==> src/e2c_pkg.sv <==
// Shared types, constants and the month table for the epoch-to-calendar block.
// Depends on nothing; every other file in src imports it.
package e2c_pkg;

  // Depth of the queue between the time-of-day front and the calendar back.
  localparam int QUEUE_DEPTH = 2;

  // Seconds per day is 86400 = 128 * 675. The low seven bits pass straight
  // through and the rest is divided by 675 with an exact reciprocal.
  localparam int DAY_DIV = 675;
  localparam int DAY_SHIFT = 36;
  localparam logic [26:0] DAY_MUL =
      27'(((64'd1 << DAY_SHIFT) + 64'(DAY_DIV) - 64'd1) / 64'(DAY_DIV));

  // Division by sixty for values below 2^17.
  localparam int BASE60 = 60;
  localparam int MIN_SHIFT = 24;
  localparam logic [18:0] MIN_MUL =
      19'(((64'd1 << MIN_SHIFT) + 64'(BASE60) - 64'd1) / 64'(BASE60));

  // Year estimate: floor(days / 365) for day counts below 2^16.
  localparam int DAYS_COMMON_YEAR = 365;
  localparam int YEAR_SHIFT = 26;
  localparam logic [17:0] YEAR_MUL =
      18'(((64'd1 << YEAR_SHIFT) + 64'(DAYS_COMMON_YEAR) - 64'd1) /
          64'(DAYS_COMMON_YEAR));

  // Year indexes count from 1970.
  localparam int EPOCH_TO_1900 = 70;
  localparam int YEAR_2100_IDX = 130;
  localparam int YEAR_2101_IDX = 131;

  // One split timestamp as it waits in the queue.
  typedef struct packed {
    logic [15:0] days;
    logic [4:0]  hour;
    logic [5:0]  minute;
    logic [5:0]  second;
  } tod_item_t;

  typedef struct packed {
    logic      valid;
    tod_item_t item;
  } push_t;

  typedef struct packed {
    logic full;
    logic empty;
  } q_status_t;

  // First day of year of each month.
  function automatic logic [8:0] month_start(input logic leap, input logic [3:0] mon);
    logic [8:0] base;
    case (mon)
      4'd0:    base = 9'd0;
      4'd1:    base = 9'd31;
      4'd2:    base = 9'd59;
      4'd3:    base = 9'd90;
      4'd4:    base = 9'd120;
      4'd5:    base = 9'd151;
      4'd6:    base = 9'd181;
      4'd7:    base = 9'd212;
      4'd8:    base = 9'd243;
      4'd9:    base = 9'd273;
      4'd10:   base = 9'd304;
      4'd11:   base = 9'd334;
      default: base = 9'd0;
    endcase
    if (leap && (mon >= 4'd2)) begin
      base = base + 9'd1;
    end
    return base;
  endfunction

endpackage

==> src/e2c_front.sv <==
// Front end: accepts a timestamp and splits it into whole days and
// hour, minute and second. Depends on e2c_pkg.
module e2c_front
  import e2c_pkg::*;
(
  input  logic        clk,
  input  logic        rst,
  input  logic        start,
  input  logic [31:0] epoch_seconds,
  input  q_status_t   status,
  output logic        busy,
  output push_t       push
);

  localparam logic [2:0] F_IDLE = 3'd0;
  localparam logic [2:0] F_DAY  = 3'd1;
  localparam logic [2:0] F_SOD  = 3'd2;
  localparam logic [2:0] F_MIN  = 3'd3;
  localparam logic [2:0] F_HOUR = 3'd4;
  localparam logic [2:0] F_PUSH = 3'd5;

  logic [2:0]  state;
  logic [31:0] t;
  logic [15:0] days;
  logic [16:0] sod;
  logic [10:0] mt;
  logic [5:0]  sec;
  logic [4:0]  ht;

  logic [51:0] day_prod;
  logic [24:0] day_rem;
  logic [35:0] min_prod;
  logic [35:0] hr_prod;
  logic [16:0] sec_full;
  logic [10:0] min_full;

  always_comb begin
    day_prod = 52'(t[31:7]) * 52'(DAY_MUL);
    day_rem  = t[31:7] - 25'(days) * 25'(DAY_DIV);
    min_prod = 36'(sod) * 36'(MIN_MUL);
    hr_prod  = 36'(mt) * 36'(MIN_MUL);
    sec_full = sod - 17'(mt) * 17'(BASE60);
    min_full = mt - 11'(ht) * 11'(BASE60);
  end

  assign busy = (state != F_IDLE);

  always_comb begin
    push.valid       = (state == F_PUSH) && !status.full;
    push.item.days   = days;
    push.item.hour   = ht;
    push.item.minute = min_full[5:0];
    push.item.second = sec;
  end

  always_ff @(posedge clk) begin
    if (rst) begin
      state <= F_IDLE;
    end else begin
      case (state)
        F_IDLE: begin
          if (start) begin
            state <= F_DAY;
          end
        end
        F_DAY:  state <= F_SOD;
        F_SOD:  state <= F_MIN;
        F_MIN:  state <= F_HOUR;
        F_HOUR: state <= F_PUSH;
        F_PUSH: begin
          if (!status.full) begin
            state <= F_IDLE;
          end
        end
        default: state <= F_IDLE;
      endcase
    end
  end

  always_ff @(posedge clk) begin
    if (state == F_IDLE) begin
      t <= epoch_seconds;
    end
    if (state == F_DAY) begin
      days <= day_prod[DAY_SHIFT +: 16];
    end
    if (state == F_SOD) begin
      sod <= {day_rem[9:0], t[6:0]};
    end
    if (state == F_MIN) begin
      mt <= min_prod[MIN_SHIFT +: 11];
    end
    if (state == F_HOUR) begin
      sec <= sec_full[5:0];
      ht  <= hr_prod[MIN_SHIFT +: 5];
    end
  end

endmodule

==> src/e2c_queue.sv <==
// Short queue of split timestamps between the front and back ends.
// Depends on e2c_pkg for the entry type.
module e2c_queue
  import e2c_pkg::*;
#(
  parameter int DEPTH = QUEUE_DEPTH
) (
  input  logic      clk,
  input  logic      rst,
  input  push_t     push,
  input  logic      pop,
  output tod_item_t head,
  output q_status_t status
);

  localparam int PTR_W = (DEPTH > 1) ? $clog2(DEPTH) : 1;
  localparam int CNT_W = $clog2(DEPTH + 1);
  localparam logic [PTR_W-1:0] LAST = PTR_W'(DEPTH - 1);

  tod_item_t        entry [DEPTH];
  logic [PTR_W-1:0] wr_ptr;
  logic [PTR_W-1:0] rd_ptr;
  logic [CNT_W-1:0] count;

  assign head         = entry[rd_ptr];
  assign status.full  = (count == CNT_W'(DEPTH));
  assign status.empty = (count == '0);

  always_ff @(posedge clk) begin
    if (push.valid) begin
      entry[wr_ptr] <= push.item;
    end
  end

  always_ff @(posedge clk) begin
    if (rst) begin
      wr_ptr <= '0;
      rd_ptr <= '0;
      count  <= '0;
    end else begin
      if (push.valid) begin
        wr_ptr <= (wr_ptr == LAST) ? '0 : wr_ptr + PTR_W'(1);
      end
      if (pop) begin
        rd_ptr <= (rd_ptr == LAST) ? '0 : rd_ptr + PTR_W'(1);
      end
      if (push.valid && !pop) begin
        count <= count + CNT_W'(1);
      end else if (pop && !push.valid) begin
        count <= count - CNT_W'(1);
      end
    end
  end

  a_no_overflow: assert property (@(posedge clk) disable iff (rst)
    push.valid |-> !status.full)
    else $error("queue written while full");

  a_no_underflow: assert property (@(posedge clk) disable iff (rst)
    pop |-> !status.empty)
    else $error("queue read while empty");

  a_count_bound: assert property (@(posedge clk) disable iff (rst)
    count <= CNT_W'(DEPTH))
    else $error("queue count beyond depth");

endmodule

==> src/e2c_back.sv <==
// Back end: finds year, day of year, month and day of month from the day
// count and drives the result beat. Depends on e2c_pkg.
module e2c_back
  import e2c_pkg::*;
(
  input  logic      clk,
  input  logic      rst,
  input  tod_item_t head,
  input  q_status_t status,
  output logic      pop,
  output logic      done,
  output logic [5:0] second,
  output logic [5:0] minute,
  output logic [4:0] hour,
  output logic [4:0] day_of_month,
  output logic [3:0] month,
  output logic [7:0] years_since_1900,
  output logic [8:0] day_of_year
);

  localparam logic [1:0] B_IDLE = 2'd0;
  localparam logic [1:0] B_EST  = 2'd1;
  localparam logic [1:0] B_FIX  = 2'd2;
  localparam logic [1:0] B_MON  = 2'd3;

  logic [1:0] state;
  tod_item_t  item;
  logic [7:0] ye;
  logic [8:0] yday;
  logic       leap;

  logic [33:0] year_prod;
  logic [8:0]  ye_p1;
  logic [16:0] ystart;
  logic        too_far;
  logic [3:0]  mon_c;
  logic [8:0]  dom_c;

  assign pop = (state == B_IDLE) && !status.empty;

  always_comb begin
    year_prod = 34'(item.days) * 34'(YEAR_MUL);
    ye_p1     = 9'(ye) + 9'd1;
    // Start day of year ye: common years plus leap days since 1970,
    // where 2100 is the only century year in range that is not leap.
    ystart    = 17'(ye) * 17'(DAYS_COMMON_YEAR) + 17'(ye_p1[8:2]) -
                17'(ye >= 8'(YEAR_2101_IDX));
    too_far   = ystart > {1'b0, item.days};
  end

  always_comb begin
    mon_c = 4'd0;
    for (int m = 1; m < 12; m++) begin
      if (yday >= month_start(leap, 4'(m))) begin
        mon_c = 4'(m);
      end
    end
    dom_c = yday - month_start(leap, mon_c) + 9'd1;
  end

  always_ff @(posedge clk) begin
    if (rst) begin
      state <= B_IDLE;
      done  <= 1'b0;
    end else begin
      done <= (state == B_MON);
      case (state)
        B_IDLE: begin
          if (!status.empty) begin
            state <= B_EST;
          end
        end
        B_EST: state <= B_FIX;
        B_FIX: begin
          if (!too_far) begin
            state <= B_MON;
          end
        end
        B_MON:   state <= B_IDLE;
        default: state <= B_IDLE;
      endcase
    end
  end

  always_ff @(posedge clk) begin
    case (state)
      B_IDLE: begin
        item <= head;
      end
      B_EST: begin
        ye <= year_prod[YEAR_SHIFT +: 8];
      end
      B_FIX: begin
        if (too_far) begin
          ye <= ye - 8'd1;
        end else begin
          yday <= 9'(17'(item.days) - ystart);
          leap <= (ye[1:0] == 2'b10) && (ye != 8'(YEAR_2100_IDX));
        end
      end
      B_MON: begin
        second           <= item.second;
        minute           <= item.minute;
        hour             <= item.hour;
        day_of_month     <= dom_c[4:0];
        month            <= mon_c;
        years_since_1900 <= ye + 8'(EPOCH_TO_1900);
        day_of_year      <= yday;
      end
      default: begin
      end
    endcase
  end

  a_month_range: assert property (@(posedge clk) disable iff (rst)
    done |-> (month <= 4'd11) && (day_of_month >= 5'd1))
    else $error("month or day of month out of range");

  a_year_range: assert property (@(posedge clk) disable iff (rst)
    done |-> (years_since_1900 >= 8'd70) && (years_since_1900 <= 8'd206) &&
             (day_of_year <= 9'd365))
    else $error("year or day of year out of range");

  a_est_floor: assert property (@(posedge clk) disable iff (rst)
    (state == B_FIX) && too_far |-> (ye != 8'd0))
    else $error("year correction stepped below 1970");

endmodule

==> src/epoch_seconds_to_calendar.sv <==
// The front end takes one timestamp at a time: busy stays high from each accept
// through its day, seconds-of-day, minute, hour and push steps, and the push
// step waits while the queue is full.
// Reset (rst, synchronous) empties the queue and returns both ends to idle.
// The receiver cannot stall: each result is shown for exactly one cycle with done.
module epoch_seconds_to_calendar
  import e2c_pkg::*;
#(
  parameter int QUEUE_DEPTH_P = QUEUE_DEPTH
) (
  input  logic        clk,
  input  logic        rst,
  input  logic        start,
  output logic        busy,
  input  logic [31:0] epoch_seconds,
  output logic        done,
  output logic [5:0]  second,
  output logic [5:0]  minute,
  output logic [4:0]  hour,
  output logic [4:0]  day_of_month,
  output logic [3:0]  month,
  output logic [7:0]  years_since_1900,
  output logic [8:0]  day_of_year
);

  // The front end takes a beat when start is high and busy is low. It
  // divides by 86400 (as a pass-through of the low seven bits and an exact
  // reciprocal multiply by 1/675), then splits the seconds of the day by
  // sixty twice. Each reciprocal multiply has a register of its own.
  //
  // The finished split waits in a short queue, so the front can take the
  // next timestamp while the back end is still working on the last one.
  //
  // The back end estimates the year as days/365, which is never low and at
  // most one too high over the input range, and steps it down until the
  // start of that year is not past the day count. The month comes from a
  // compare against the table of month start days.

  push_t     push;
  tod_item_t head;
  q_status_t status;
  logic      pop;

  e2c_front u_front (
    .clk           (clk),
    .rst           (rst),
    .start         (start),
    .epoch_seconds (epoch_seconds),
    .status        (status),
    .busy          (busy),
    .push          (push)
  );

  e2c_queue #(
    .DEPTH (QUEUE_DEPTH_P)
  ) u_queue (
    .clk    (clk),
    .rst    (rst),
    .push   (push),
    .pop    (pop),
    .head   (head),
    .status (status)
  );

  e2c_back u_back (
    .clk              (clk),
    .rst              (rst),
    .head             (head),
    .status           (status),
    .pop              (pop),
    .done             (done),
    .second           (second),
    .minute           (minute),
    .hour             (hour),
    .day_of_month     (day_of_month),
    .month            (month),
    .years_since_1900 (years_since_1900),
    .day_of_year      (day_of_year)
  );

endmodule
==> config.mk <==
export PLATFORM = sky130hd
export DESIGN_NAME = epoch_seconds_to_calendar
export DESIGN_NICKNAME = d
export VERILOG_FILES = /design/src/e2c_pkg.sv /design/src/e2c_front.sv /design/src/e2c_queue.sv /design/src/e2c_back.sv /design/src/epoch_seconds_to_calendar.sv
export SDC_FILE = /design/constraint.sdc
export NUM_CORES = 1
export LEC_CHECK = 0
export BUFFER_PORTS_ARGS = -buffer_cell sky130_fd_sc_hd__buf_4
export CAP_MARGIN = 15
export CORE_MARGIN = 2
export CORE_UTILIZATION = 40
export CTS_CLUSTER_DIAMETER = 60
export DETAILED_ROUTE_END_ITERATION = 10
export PLACE_DENSITY = 0.59
export SLEW_MARGIN = 10
export SYNTH_ARGS = -nofsm -noshare
export SYNTH_HDL_FRONTEND = slang
export SYNTH_HIERARCHICAL = 1
export SYNTH_SLANG_ARGS = --single-unit
==> constraint.sdc <==
create_clock -name clk -period 9.9 [get_ports clk]
set_input_delay 2.97 -clock clk [delete_from_list [all_inputs] [get_ports clk]]
set_output_delay 2.97 -clock clk [all_outputs]
set_load 0.01 [all_outputs]
## Word-level counts from Yosys, hierarchy flattened

Memories as Yosys holds them, arrays and structs flattened. A register that Yosys moved wholly into a read port is not among the register bits.
Index checks and enable logic that the tools add are counted.
W data, S select, Z words.

| word-level totals | value |
|---|---|
| bits in registers | 158 |
| memory bits (writable) | 66 |
| ROM bits | 144 |
| input bits | 35 |
| word-level logic and storage cells | 135 |
| memories kept | 2 |

Memory list:

| memory | depth | width | read ports | clocked after memory_dff | wr ports | line | text |
|---|---|---|---|---|---|---|---|
| (no name shown) | 16 | 9 | 1 | 0 | 0 | e2c_pkg.sv:54 | `case (mon)` |
| u_queue.entry | 2 | 33 | 1 | 1 | 1 | e2c_queue.sv:20 | `tod_item_t entry [DEPTH];` |

| cells by class | value |
|---|---|
| add/subtract/negate cells | 16 |
| multipliers | 8 |
| order comparisons | 14 |
| equal/unequal tests | 16 |
| muxes and demuxes | 36 |
| bitwise gates (word level) | 1 |
| reductions and logical operators | 20 |

Operators with widths:

| cell | number |
|---|---|
| $mul A25 B27 Y52 const B | 1 |
| $ge A9 B8 Y1 | 4 |
| $mul A17 B19 Y35 const B | 1 |
| $mul A16 B16 Y32 const B | 1 |
| $mul A11 B19 Y29 const B | 1 |
| $ge A9 B9 Y1 | 3 |
| $mux W3 | 8 |
| $mux W4 | 5 |
| $ge A9 B7 Y1 | 2 |
| $pmux W3 S6 | 1 |
| $add A17 B7 Y17 | 1 |
| $gt A17 B16 Y1 | 1 |
| $mul A8 B9 Y17 const B | 1 |
| $sub A17 B1 Y17 | 1 |
| $mul A16 B10 Y10 const B | 1 |
| $mux W2 | 8 |
| $pmux W8 S2 | 1 |
| $sub A6 B6 Y6 | 2 |
| $mul A11 B4 Y4 const B | 1 |
| $add A5 B1 Y5 const B | 2 |
| $mux W1 | 10 |
| $sub A10 B10 Y10 | 1 |
| $add A8 B1 Y9 const B | 1 |
| $ge A9 B5 Y1 const B | 1 |
| other kinds (30) | 52 |

## Depth between registers and ports, before layout

| depth | value |
|---|---|
| word-level depth | 17 |
| depth in mapped cells | 29 |

## Hierarchy

Netlist, hierarchy kept.

By module, submodules not included:

| module | instances | cells each | area each (µm²) | sequential area each (µm²) |
|---|---|---|---|---|
| e2c_front | 1 | 1,688 | 17,915.9 | 2,672.6 |
| e2c_back | 1 | 1,073 | 11,668.7 | 2,882.8 |
| e2c_queue | 1 | 125 | 2,583.7 | 2,082.0 |

## Worst setup path before layout

No wires, ideal clock.

| path | value |
|---|---|
| path type | register to register |
| start | register u_back.ye[2] |
| end | register u_back.ye[0] (enable) |
| library setup time | 0.291 ns |
| data arrival time | 6.060 ns |
| path slack | 3.549 ns |
| cell stages (with the launch flop) | 25 |
| buffers on the path | 1 |
| clock period less this slack | 6.351 ns |
| cells stage by stage | edfxtp_1 > clkbuf_1 > inv_1 > ha_1 > ha_1 > inv_1 > fa_1 > fa_1 > fa_1 > inv_1 > ha_1 > o21ai_0 > a21boi_0 > o21ai_0 > a21boi_0 > o21ai_0 > a31oi_1 > xor2_1 > ha_1 > or3_1 > a221oi_1 > o21ai_0 > o31ai_1 > and3_1 > nor2_1 |

| between the ends | value |
|---|---|
| cells in the longest elaborated chain, start to end | 6 |
| elaborated cells between the ends (all ways) | 8 |

Ends and longest elaborated chain:

| item | line | text |
|---|---|---|
| start, declared | e2c_back.sv:28 | `logic [7:0] ye;` |
| start signal, assigned | e2c_back.sv:91 | `ye <= year_prod[YEAR_SHIFT +: 8];` |
| start signal, assigned | e2c_back.sv:95 | `ye <= ye - 8'd1;` |
| $mul A8 B9 Y17 or $add A8 B1 Y9 (tied branches) | e2c_back.sv:46, e2c_back.sv:43 |  |
| $add A17 B7 Y17 | e2c_back.sv:46 | `ystart = 17'(ye) * 17'(DAYS_COMMON_YEAR) + 17'(ye_p1[8:2]) -` |
| $sub A17 B1 Y17 (*) | e2c_back.sv:46 |  |
| $gt A17 B16 Y1 (*) | e2c_back.sv:48 | `too_far = ystart > {1'b0, item.days};` |
| $ne A2 B1 Y1 (no source line) (*) | n/a |  |
| $reduce_and A2 Y1 (no source line) (*) | n/a |  |

Every way passes the cells marked *; elsewhere a longest branch is shown, timed or not.
A chain may end at the register's enable or synchronous reset.

## Worst setup path in the final report

Same ends and word-level chain as after synthesis.

==> results.toml <==
[floorplanning]
die-height_um = 287.6
rows = 103
die_w_um = 287.6
fp.dieArea_mm2 = 0.08271
core-area_mm2 = 0.07926
start_util_pct = 40.59
ios = 80

[critical_path]
r2r_slack_ps = 2760
crit_path_end_kind = "flop"
worst_r2r_path_depth = 24
required_ps = 10110
path_class = "flop to flop"
cp_data_arrival_time_ps = 7350
r2r_end = "u_back/ye[0]"
timing.rr.start = "u_back/ye[2]"
critPathMaxFanout = 11
crit_path_start_kind = "flop"

[finish]
finalInstanceArea_mm2 = 0.03548
drive_above_1_share_pct = 7.213
layout_commonest_cell = "ha_1"
syn_to_final_growth_pct = 10.30
diodes = 0
final_cell_mix = "ha_1 (739), inv_1 (707), fa_1 (368), edfxtp_1 (247), a21oi_1 (94)"
final_nets = 4147
fin_util_pct = 44.77

[job]
max_cap_violations = 0

[clock_network]
cts_max_level = 2
clkSinkCount = 258
cts_setup_buffers = 0
cts_resized = 0
cts_hold_buf = 0
clk_latency_ps = 590
path_clk_slew_ps = 60
clockBufferDepth = 3
cts_tree = "built"
numCtsBuffers = 41
clock-root-buffer = "clkbuf_16"

[route]
routedWlPerCell_um = 16.71
final_antenna_net_count = 0
drtIter0Drc = 744
drc_errors = 0
post_drt_via_cell_ratio = 4.862
first_pass_iters = 5
wl_mm = 68.30
vias = 19870

[timing]
tightest_slew_ps = 1135
relSlewSlack_pct = 24.19
clock.fmax_ghz = 0.1400
post-route-period-util_pct = 72.15
hold_slack_ps = 407.3
skew_ps = 39.72
rsz0062_at_grt = "false"
report.final.slew_viol_count = 0
setup_tns_ps = 0
setup_viol = 0
layout_min_cycle_time_ps = 7143
finalHoldViolCount = 0

[grt]
overflow = 0
grt_pass1_vias = 21000
grt_usage_pct = 17.22
grt_pass1_wl_mm = 111.9
grt_max_degree = 45
grt_antenna_before_repair = 0

[worst_hold_path]
hold_path.class = "flop to flop"
min_delay_path_depth = 0
holdPathEnd = "u_front/sod[4]"
min_from = "u_front/t[4]"

[logic_synthesis]
synth_top_cell_by_area = "ha_1"
synth_top_area_share_pct = 28.82
ys.flop_type = "edfxtp_1"
ys_seq_area_share_pct = 23.74
async_flop_share_pct = 0
ys_ff_latch = 258
synthDistinctLibCells = 73
synthesis.nets = 4030
synth_warnings = 6
synth_area_leaders = "ha_1 (29%), edfxtp_1 (23%), fa_1 (23%)"
synth-edff-count = 247
netlist_instances = 2886
netlist_area_mm2 = 0.03217
avgSynthCellArea_um2 = 11.15

[placement]
gp_congestion = 0.9062
dp_hpwl_mm = 56.47
portBuffers = 79
placed_area_mm2 = 0.03412

[status]
outcome = "finished, final reports clean"
-- worst max-delay path, stage by stage, from the launching register on --
cell and delay (ps):
edfxtp_1 570, inv_1 120, ha_1 360, ha_1 300, inv_1 40, fa_1 480
fa_1 520, fa_1 550, inv_1 40, ha_1 310, o21ai_0 110, a21boi_0 250
o21ai_0 140, a21boi_0 380, o21bai_1 140, a211o_1 300, o311ai_0 120, ha_1 310
nand2_1 70, or2_2 120, nor3_1 50, a41oi_1 230, o31ai_1 130, and3_1 330
nor2_1 770
-- layer usage --
| metal | track usage, % | up-vias | wire length (um) |
|---|---|---|---|
| li1 | - | 9838 | - |
| met1 | 23.57 | 9645 | 32220 |
| met2 | 28.53 | 302 | 31790 |
| met3 | 2.472 | 80 | 2577 |
| met4 | 4.557 | 0 | 1708 |
| met5 | 0 | - | 0 |
-- flip-flops by register name, indices dropped and copies added (netlist names), 2 cells and up, named ones only --
signal and count:
u_back/day_of_month 5, u_back/day_of_year 9, u_back/hour 5, u_back/item 33, u_back/minute 6, u_back/month 4
u_back/second 6, u_back/state 2, u_back/yday 9, u_back/ye 8, u_back/years_since_1900 8, u_front/days 16
u_front/ht 5, u_front/mt 11, u_front/sec 6, u_front/sod 17, u_front/state 3, u_front/t 32
u_queue/count 2, u_queue/entry 66
-- cells by family (layout without fill, tap and decap cells) --
group                      count (synthesis)  after routing  synth area share [%]
xor gates and xnor gates                 122            122                 3.322
adders and majority gates               1109           1109                 51.72
AOI/OAI and AO/OA                        337            337                 6.920
muxes                                     38             38                 1.315
DFF                                      258            258                 23.74
buffers and inverters                    728            878                 8.541
and+or+nand+nor                          294            294                 4.438
-- Yosys cell counts, types with 30 or more instances --
master,instances
mux2_2,34
nor3_1,32
xnor2_1,88
a21oi_1,94
inv_1,707
nor2_1,67
a21o_1,30
xor2_1,34
fa_1,368
o21ai_0,61
nand2_1,78
edfxtp_1,247
ha_1,741
-- layout make-up --
cell class,instances,area [um^2]
Timing Repair Buffer,93,698.2
Multi-Input combinational cell,1900,21810
Inverter,709,2661
Clock buffer,48,1062
Clock inverter,28,302.8
Tap cell,1050,1314
Sequential cell,258,7637
Fill cell,7475,43780
-- through the flow --
stage,cells,setup slack (ps)
final,4086,2757
after global routing,4086,2209
after CTS,4086,2754
after detailed placement,4010,2779
after global placement,4010,2906
after floorplan,2886,3549
-- how the worst max path moves through the flow --
stage / from / end / slack [ps] / cells after the start
global placement: u_back/ye[2] / u_back/ye[6] / 2910 / 24
floorplan: u_back/ye[2] / u_back/ye[0] / 3550 / 24
finish: u_back/ye[2] / u_back/ye[0] / 2760 / 24
CTS: u_back/ye[2] / u_back/ye[0] / 2750 / 24
global route: u_back/ye[4] / u_back/ye[0] / 2210 / 27
detailed placement: u_back/ye[2] / u_back/ye[6] / 2780 / 24
Power is not shown: default switching activity piles up to over one toggle a cycle in this logic, so the estimate is an artifact.
